`src/sv/u8cw_pkg.sv`:
```
// Shared types, constants and the display-width lookup for the UTF-8 width decoder.
// No dependencies.
package u8cw_pkg;

  localparam int CP_W     = 21;
  localparam int LEN_W    = 3;
  localparam int WID_W    = 2;
  localparam int LEFT_W   = 2;
  localparam int Q_DEPTH  = 4;
  localparam int Q_AW     = $clog2(Q_DEPTH);
  localparam int Q_CW     = $clog2(Q_DEPTH + 1);
  localparam int N_WIDE   = 28;
  localparam int IN_TDW   = 8;
  localparam int OUT_TDW  = 32;

  localparam logic [7:0] CONT_MASK = 8'h3F;

  localparam logic [WID_W-1:0] WID_ZERO   = 2'd0;
  localparam logic [WID_W-1:0] WID_NARROW = 2'd1;
  localparam logic [WID_W-1:0] WID_WIDE   = 2'd2;

  typedef struct packed {
    logic [CP_W-1:0]  cp;
    logic [LEN_W-1:0] len;
  } char_t;

  typedef struct packed {
    logic            full;
    logic            empty;
    logic [Q_CW-1:0] level;
  } q_stat_t;

  typedef struct packed {
    logic busy;
  } fe_stat_t;

  localparam logic [CP_W-1:0] WIDE_LO [N_WIDE] = '{
    21'h01100, 21'h02600, 21'h02700, 21'h02E80, 21'h03000, 21'h03040, 21'h030A0,
    21'h03100, 21'h03130, 21'h031A0, 21'h031C0, 21'h03200, 21'h03300, 21'h03400,
    21'h04E00, 21'h0F900, 21'h0FE10, 21'h0FE30, 21'h0FF00, 21'h1F300, 21'h1F900,
    21'h20000, 21'h2A700, 21'h2B740, 21'h2B820, 21'h2CEB0, 21'h30000, 21'hE0100
  };

  localparam logic [CP_W-1:0] WIDE_HI [N_WIDE] = '{
    21'h0115F, 21'h026FF, 21'h027FF, 21'h02EFF, 21'h0303F, 21'h0309F, 21'h030FF,
    21'h0312F, 21'h0318F, 21'h031BF, 21'h031EF, 21'h032FF, 21'h033FF, 21'h04DBF,
    21'h09FFF, 21'h0FAFF, 21'h0FE1F, 21'h0FE4F, 21'h0FFEF, 21'h1F6FF, 21'h1F9FF,
    21'h2A6DF, 21'h2B73F, 21'h2B81F, 21'h2CEAF, 21'h2EBEF, 21'h3134F, 21'hE01EF
  };

  function automatic logic [WID_W-1:0] disp_width(input logic [CP_W-1:0] cp);
    logic wide;
    wide = 1'b0;
    for (int i = 0; i < N_WIDE; i++) begin
      if (cp >= WIDE_LO[i] && cp <= WIDE_HI[i]) wide = 1'b1;
    end
    if (cp <= 21'h1F || (cp >= 21'h7F && cp <= 21'h9F) ||
        cp == 21'h2028 || cp == 21'h2029) begin
      return WID_ZERO;
    end else if (wide) begin
      return WID_WIDE;
    end else begin
      return WID_NARROW;
    end
  endfunction

endpackage

```
`src/sv/u8cw_front.sv`:
```
// Front end: takes raw bytes, tracks multi-byte sequences and pushes finished characters.
// Depends on u8cw_pkg.
module u8cw_front (
  input  logic                   clk,
  input  logic                   rst_n,
  input  logic                   in_tvalid,
  output logic                   in_tready,
  input  logic [7:0]             in_byte,
  input  u8cw_pkg::q_stat_t      q_stat,
  output logic                   push,
  output u8cw_pkg::char_t        push_char,
  output u8cw_pkg::fe_stat_t     fe_stat
);

  logic [u8cw_pkg::CP_W-1:0]   accum_r, accum_nxt;
  logic [u8cw_pkg::LEFT_W-1:0] left_r, left_nxt;
  logic [u8cw_pkg::LEN_W-1:0]  len_r, len_nxt;
  logic                        accept;
  logic [u8cw_pkg::CP_W-1:0]   cont_acc;

  assign in_tready      = !q_stat.full;
  assign accept         = in_tvalid && in_tready;
  assign fe_stat.busy   = (left_r != '0);
  assign cont_acc       = {accum_r[u8cw_pkg::CP_W-7:0], in_byte[5:0] & u8cw_pkg::CONT_MASK[5:0]};

  always_comb begin
    accum_nxt = accum_r;
    left_nxt  = left_r;
    len_nxt   = len_r;
    push      = 1'b0;
    push_char = '0;
    if (accept) begin
      if (left_r != '0) begin
        accum_nxt = cont_acc;
        left_nxt  = left_r - 2'd1;
        if (left_r == 2'd1) begin
          push      = 1'b1;
          push_char = '{cp: cont_acc, len: len_r};
        end
      end else if (in_byte[7:5] == 3'b110) begin
        accum_nxt = {16'd0, in_byte[4:0]};
        len_nxt   = 3'd2;
        left_nxt  = 2'd1;
      end else if (in_byte[7:4] == 4'b1110) begin
        accum_nxt = {17'd0, in_byte[3:0]};
        len_nxt   = 3'd3;
        left_nxt  = 2'd2;
      end else if (in_byte[7:3] == 5'b11110) begin
        accum_nxt = {18'd0, in_byte[2:0]};
        len_nxt   = 3'd4;
        left_nxt  = 2'd3;
      end else begin
        len_nxt   = 3'd1;
        accum_nxt = in_byte[7] ? '0 : {13'd0, in_byte};
        push      = 1'b1;
        push_char = '{cp: accum_nxt, len: 3'd1};
      end
    end
  end

  always_ff @(posedge clk) begin
    if (!rst_n) begin
      accum_r <= '0;
      left_r  <= '0;
      len_r   <= '0;
    end else begin
      accum_r <= accum_nxt;
      left_r  <= left_nxt;
      len_r   <= len_nxt;
    end
  end

endmodule

```
`src/sv/u8cw_queue.sv`:
```
// Short FIFO of finished characters between front end and back end.
// Depends on u8cw_pkg.
module u8cw_queue (
  input  logic                clk,
  input  logic                rst_n,
  input  logic                push,
  input  u8cw_pkg::char_t     push_char,
  input  logic                pop,
  output u8cw_pkg::char_t     head,
  output u8cw_pkg::q_stat_t   q_stat
);

  u8cw_pkg::char_t             mem [u8cw_pkg::Q_DEPTH];
  logic [u8cw_pkg::Q_AW-1:0]   wr_ptr_r, wr_ptr_nxt;
  logic [u8cw_pkg::Q_AW-1:0]   rd_ptr_r, rd_ptr_nxt;
  logic [u8cw_pkg::Q_CW-1:0]   level_r, level_nxt;
  logic                        do_push, do_pop;

  assign q_stat.full  = (level_r == u8cw_pkg::Q_CW'(u8cw_pkg::Q_DEPTH));
  assign q_stat.empty = (level_r == '0);
  assign q_stat.level = level_r;
  assign do_push      = push && !q_stat.full;
  assign do_pop       = pop && !q_stat.empty;
  assign head         = mem[rd_ptr_r];

  always_comb begin
    wr_ptr_nxt = do_push ? wr_ptr_r + 1'b1 : wr_ptr_r;
    rd_ptr_nxt = do_pop  ? rd_ptr_r + 1'b1 : rd_ptr_r;
    level_nxt  = level_r + u8cw_pkg::Q_CW'(do_push) - u8cw_pkg::Q_CW'(do_pop);
  end

  always_ff @(posedge clk) begin
    if (do_push) mem[wr_ptr_r] <= push_char;
  end

  always_ff @(posedge clk) begin
    if (!rst_n) begin
      wr_ptr_r <= '0;
      rd_ptr_r <= '0;
      level_r  <= '0;
    end else begin
      wr_ptr_r <= wr_ptr_nxt;
      rd_ptr_r <= rd_ptr_nxt;
      level_r  <= level_nxt;
    end
  end

endmodule

```
`src/sv/u8cw_back.sv`:
```
// Back end: width lookup on queued characters and the registered result beat.
// Depends on u8cw_pkg.
module u8cw_back (
  input  logic                          clk,
  input  logic                          rst_n,
  input  u8cw_pkg::q_stat_t             q_stat,
  input  u8cw_pkg::char_t               head,
  output logic                          pop,
  output logic                          out_tvalid,
  input  logic                          out_tready,
  output logic [u8cw_pkg::OUT_TDW-1:0]  out_tdata
);

  logic                          valid_r, valid_nxt;
  logic [u8cw_pkg::CP_W-1:0]     cp_r;
  logic [u8cw_pkg::LEN_W-1:0]    len_r;
  logic [u8cw_pkg::WID_W-1:0]    wid_r;

  assign pop       = !q_stat.empty && (!valid_r || out_tready);
  assign valid_nxt = pop ? 1'b1 : (out_tready ? 1'b0 : valid_r);
  assign out_tvalid = valid_r;
  assign out_tdata  = {6'd0, wid_r, len_r, cp_r};

  always_ff @(posedge clk) begin
    if (pop) begin
      cp_r  <= head.cp;
      len_r <= head.len;
      wid_r <= u8cw_pkg::disp_width(head.cp);
    end
  end

  always_ff @(posedge clk) begin
    if (!rst_n) valid_r <= 1'b0;
    else        valid_r <= valid_nxt;
  end

endmodule

```
`src/sv/utf8_char_display_width.sv`:
```
// UTF-8 decoder with terminal display width, top level.
// Path: the last byte of a character pushes it into the queue; the back end pops it into the registered result beat.
// Throughput: one byte per cycle; a 4-entry char queue absorbs output stalls until full.
// Reset: synchronous active-low rst_n clears the decode state, queue and output valid.
// Depends on u8cw_pkg, u8cw_front, u8cw_queue, u8cw_back.
module utf8_char_display_width (
  input  logic        clk,
  input  logic        rst_n,
  input  logic        in_tvalid,
  output logic        in_tready,
  input  logic [7:0]  in_tdata,   // [7:0] byte_in
  output logic        out_tvalid,
  input  logic        out_tready,
  output logic [31:0] out_tdata   // [20:0] code_point, [23:21] char_bytes, [25:24] col_width
);

  u8cw_pkg::q_stat_t  q_stat;
  u8cw_pkg::fe_stat_t fe_stat;
  u8cw_pkg::char_t    push_char, head;
  logic               push, pop;

  u8cw_front u_front (
    .clk       (clk),
    .rst_n     (rst_n),
    .in_tvalid (in_tvalid),
    .in_tready (in_tready),
    .in_byte   (in_tdata),
    .q_stat    (q_stat),
    .push      (push),
    .push_char (push_char),
    .fe_stat   (fe_stat)
  );

  u8cw_queue u_queue (
    .clk       (clk),
    .rst_n     (rst_n),
    .push      (push),
    .push_char (push_char),
    .pop       (pop),
    .head      (head),
    .q_stat    (q_stat)
  );

  u8cw_back u_back (
    .clk        (clk),
    .rst_n      (rst_n),
    .q_stat     (q_stat),
    .head       (head),
    .pop        (pop),
    .out_tvalid (out_tvalid),
    .out_tready (out_tready),
    .out_tdata  (out_tdata)
  );

  a_level_bound: assert property (@(posedge clk) disable iff (!rst_n)
    q_stat.level <= u8cw_pkg::Q_CW'(u8cw_pkg::Q_DEPTH))
    else $error("queue level exceeds depth");

  a_ascii_pushes: assert property (@(posedge clk) disable iff (!rst_n)
    (in_tvalid && in_tready && !fe_stat.busy && !in_tdata[7]) |=> !q_stat.empty)
    else $error("single-byte character not queued");

  a_width_code: assert property (@(posedge clk) disable iff (!rst_n)
    out_tvalid |-> (out_tdata[25:24] != 2'b11))
    else $error("illegal display width");

  a_len_range: assert property (@(posedge clk) disable iff (!rst_n)
    out_tvalid |-> (out_tdata[23:21] != 3'd0 && out_tdata[23:21] <= 3'd4))
    else $error("char_bytes out of range");

endmodule
```
`config.mk`:
```
export PLATFORM = sky130hd
export DESIGN_NAME = utf8_char_display_width
export DESIGN_NICKNAME = d
export VERILOG_FILES = /design/src/sv/u8cw_pkg.sv /design/src/sv/u8cw_front.sv /design/src/sv/u8cw_queue.sv /design/src/sv/u8cw_back.sv /design/src/sv/utf8_char_display_width.sv
export SDC_FILE = /design/constraint.sdc
export NUM_CORES = 1
export LEC_CHECK = 0
export BUFFER_PORTS_ARGS = -buffer_cell sky130_fd_sc_hd__clkbuf_2
export CORE_ASPECT_RATIO = 1.25
export CORE_MARGIN = 2
export CORE_UTILIZATION = 55
export CTS_BUF_LIST = sky130_fd_sc_hd__clkbuf_2
export CTS_CLUSTER_DIAMETER = 40
export CTS_CLUSTER_SIZE = 24
export DETAILED_ROUTE_END_ITERATION = 8
export HOLD_SLACK_MARGIN = 0.02
export PLACE_DENSITY = 0.81
export SLEW_MARGIN = 20
export SYNTH_ARGS = -nofsm -noshare
export SYNTH_HDL_FRONTEND = slang
export SYNTH_SLANG_ARGS = --single-unit
export TNS_END_PERCENT = 10
```
`constraint.sdc`:
```
create_clock -name clk -period 5 [get_ports clk]
set_input_delay 0.75 -clock clk [delete_from_list [all_inputs] [get_ports clk]]
set_output_delay 0.75 -clock clk [all_outputs]
set_load 0.005 [all_outputs]
```
==> metrics.md <==
| Metric | Value |
|---|---|
| Status | finished clean |
| Register area share after synthesis | 0.6039 |
| Worst slew pin tran | around 0.86 ns |
| Slew headroom | 0.4192 |
| Hold Path Stages | 3 |
| Max-cap violation count | 0 |
| CTS clk-pin slew, worst paths | between 0.2 and 0.25 ns |
| # fillers | 967 |
| Inserted Clock Buffers | 17 |
| Comb pwr share | 0.371 |
| Clk pwr share | 0.171 |
| Post-DRT Antenna Nets | 0 |
| Share of layout cells above drive strength 1 | 0.2085 |
| Rows | 46 |
| Most frequent cells in the layout | edfxtp_1, clkbuf_2, nand2_1 |
| RD Place Congestion | 0.9322 |
| Nets | about 570 |
| Worst-case clock buffer depth | 2 |
| CTS tree | done |
| RSZ-0062 raised after global routing | false |
| Largest net degree at the start of global routing | 30 |
| Clock Sinks | 152 |
| Drt total wl | about 15 mm |
| Crit-path slowest cell | mux4_2 |
| Synthesized area | ~7100 um2 |
| Area occupied by multi-input gates | approximately 2500 um2 |
| Hold Violations, Final | 0 |
| Die X | ~110 um |
| Post-Syn Instances | roughly 530 |
| DRT iter0 DRCs | 359 |
| Setup TNS | 0 ns |
| Commonest non-fill, non-tap cell in the layout | edfxtp_1 |
| CP max FO | 24 |
| Pre-antenna DRT Iters | 7 |
| Final Cycle Share | 0.6659 |
| Kind of critical path | flop to flop |
| Fmax | between 300 and 400 MHz |
| Reg2reg path depth | 8 |
| Port Buf Inserts | 39 |
| Drt via density | slightly above 6 |
| Sw Ratio | 0.3698 |
| Max Slew Vio Count | 0 |
| Initial antenna violation count | 0 |
| Total GRT Usage | 0.2227 |
| Vias in the first global route | 4,469 |
| Register bit total from synthesis | about 150 |
| Clock latency on the worst-skew pair | 0.68 ns |
| Avg Synthesized Cell Area | between 10 and 15 um2 |
| CP Launch Type | flop |
| Min Tclk post-route | around 3.3 ns |
| Post-synth EDFFs | about 120 |
| First-pass GRT wire length | between 20 and 25 mm |
| VDD IR-drop max | about 0.55 mV |
| Flop pwr share | 0.458 |
| Post-CTS Setup Inserts | 0 |
| GRT Residual Overflow | 0 |
| Die area | around 14,000 um2 |
| Unique cell type count in the Yosys netlist | 71 |
| Cts hold-fix bufs | 0 |
| Layout area overhead | 5.937% |
| Hold Path Class | input pin to flop |
| Async set-reset flop share out of synthesis | 0 |
| Vias | 4,511 |
| Starting Density | 0.5602 |
| H-tree levels | 4 |
| PD cells | between 500 and 600 nW/um2 |
| Residual DRC | 0 |
| Post-DP HPWL | 9.929 mm |
| Leakage | ~2.6 nW |
| Reg area | approximately 4300 um2 |
| # diodes | 0 |
| Worst EP arrival | about 3.8 ns |
| Syn. warnings | 0 |
| Setup Skew | between 0.03 and 0.04 ns |
| Critical Path End Type | flop |
| Core box area | roughly 13,000 um2 |
| Total Power | between 3 and 4 mW |
| Final setup violation count | 0 |
| P_sw | approximately 1.4 mW |
| Post-CTS sizing | 0 |
| Chip height | 130.7 um |
| Crit-path cells | buf_4 > mux4_2 > nor4b_2 > nand4_1 > a2111oi_2 > a211oi_1 > nand3_2 > nor3_1 |
| Post-DR wirelength/cell | 19.89 um |
| Root Driver | clkbuf_2 |
| Internal | roughly 2.4 mW |
| Top_reg_cell synth | edfxtp_1 |
| Worst endpoint required time | ~5.5 ns |
| I/O pin count | 46 |
| CP peak stage delay | 0.79 ns |
## sequential cells by signal, summed over array words and instances (netlist names), named ones only
signal / flops
u_queue.mem: 96
u_back.cp_r: 21
u_front.accum_r: 15
u_back.len_r: 3
u_front.len_r: 3
u_queue.level_r: 3
u_back.wid_r: 2
u_front.left_r: 2
u_queue.rd_ptr_r: 2
u_queue.wr_ptr_r: 2
u_back.out_tvalid: 1
## final timing paths
path         slack, ns                             from                               to
max               1.67                             flop    u_back.wid_r[0]$_SDFFCE_PP0P_
min               0.36                      in_tdata[2]  u_front.accum_r[2]$_SDFFE_PN0P_
max reg2reg       1.67                             flop    u_back.wid_r[0]$_SDFFCE_PP0P_
min reg2reg       0.48  u_front.accum_r[9]$_SDFFE_PN0P_  u_front.accum_r[9]$_SDFFE_PN0P_
## area by class of cell
cell class,count,area share
Inverter,11,0.005520
Clock inverter,13,0.01690
Multi-Input combinational cell,327,0.3356
Sequential cell,152,0.5701
Tap cell,168,0.02810
Timing Repair Buffer,44,0.03111
Clock buffer,19,0.01271
## worst max-delay path, delay by kind of cell (launching register included)
kind                   cells  cell delay, ns
DFF                        1            0.35
AOI/OAI and AO/OA          2            0.50
muxes                      1            0.79
buffers and inverters      1            0.41
and+or+nand+nor            4            1.06
## cells in the mapped netlist (10+ instances only)
cell	count	area share
a21oi_1	14	0.0099
o21ai_0	10	0.0071
nand3_1	18	0.013
dfxtp_1	30	0.085
nand2_1	40	0.021
edfxtp_1	122	0.52
inv_1	11	0.0058
mux4_2	20	0.064
nor2_1	18	0.0096
nor3_1	17	0.012
and2_1	35	0.031
nand4_1	13	0.012
nor2b_1	15	0.013
clkbuf_1	10	0.0053
buf_2	12	0.0085
a21boi_0	14	0.015
## cell families after synthesis
kind of cell               Yosys count  share of synthesized area
other                                1                  0.0005311
buffers and inverters               51                    0.04554
adders and majority gates            7                    0.01347
and+or+nand+nor                    205                     0.1685
DFF                                152                     0.6039
AOI/OAI and AO/OA                   76                    0.07780
xor gates and xnor gates             7                   0.008683
muxes                               26                    0.08152
## through the flow
stage                     std cells  utilization  worst slack [ns]  cell area (um2)  hold slack [ns]
after CTS                       734       0.5931             1.510             7476           0.2871
final                           734       0.5934             1.671             7480           0.3567
after detailed placement        702       0.5755             1.420             7254           0.4593
after global routing            734       0.5934             1.383             7480           0.3010
after floorplan                 530            -             1.202             7079           0.4363
after global placement          702       0.5754             1.542             7253           0.4448
## metal layers
layer	vias to the layer above	track usage	routed length, um
met5	-	0	0
met4	0	0.1059	518
met3	44	0.04464	869
met2	203	0.3935	7659
met1	2209	0.2632	5554
li1	2055	-	-
## power groups by stage
stage          Combinational (mW)  Sequential [mW]  Clock (mW)
2_1_floorplan                1.06             1.75           0
3_3_place_gp                 1.37             1.76           0
3_5_place_dp                 1.38             1.77           0
4_1_cts                      1.39             1.74       0.665
5_1_grt                      1.52             1.76       0.715
6_report                     1.40             1.74       0.648
No activity file was read; power rests on OpenSTA's default activity.
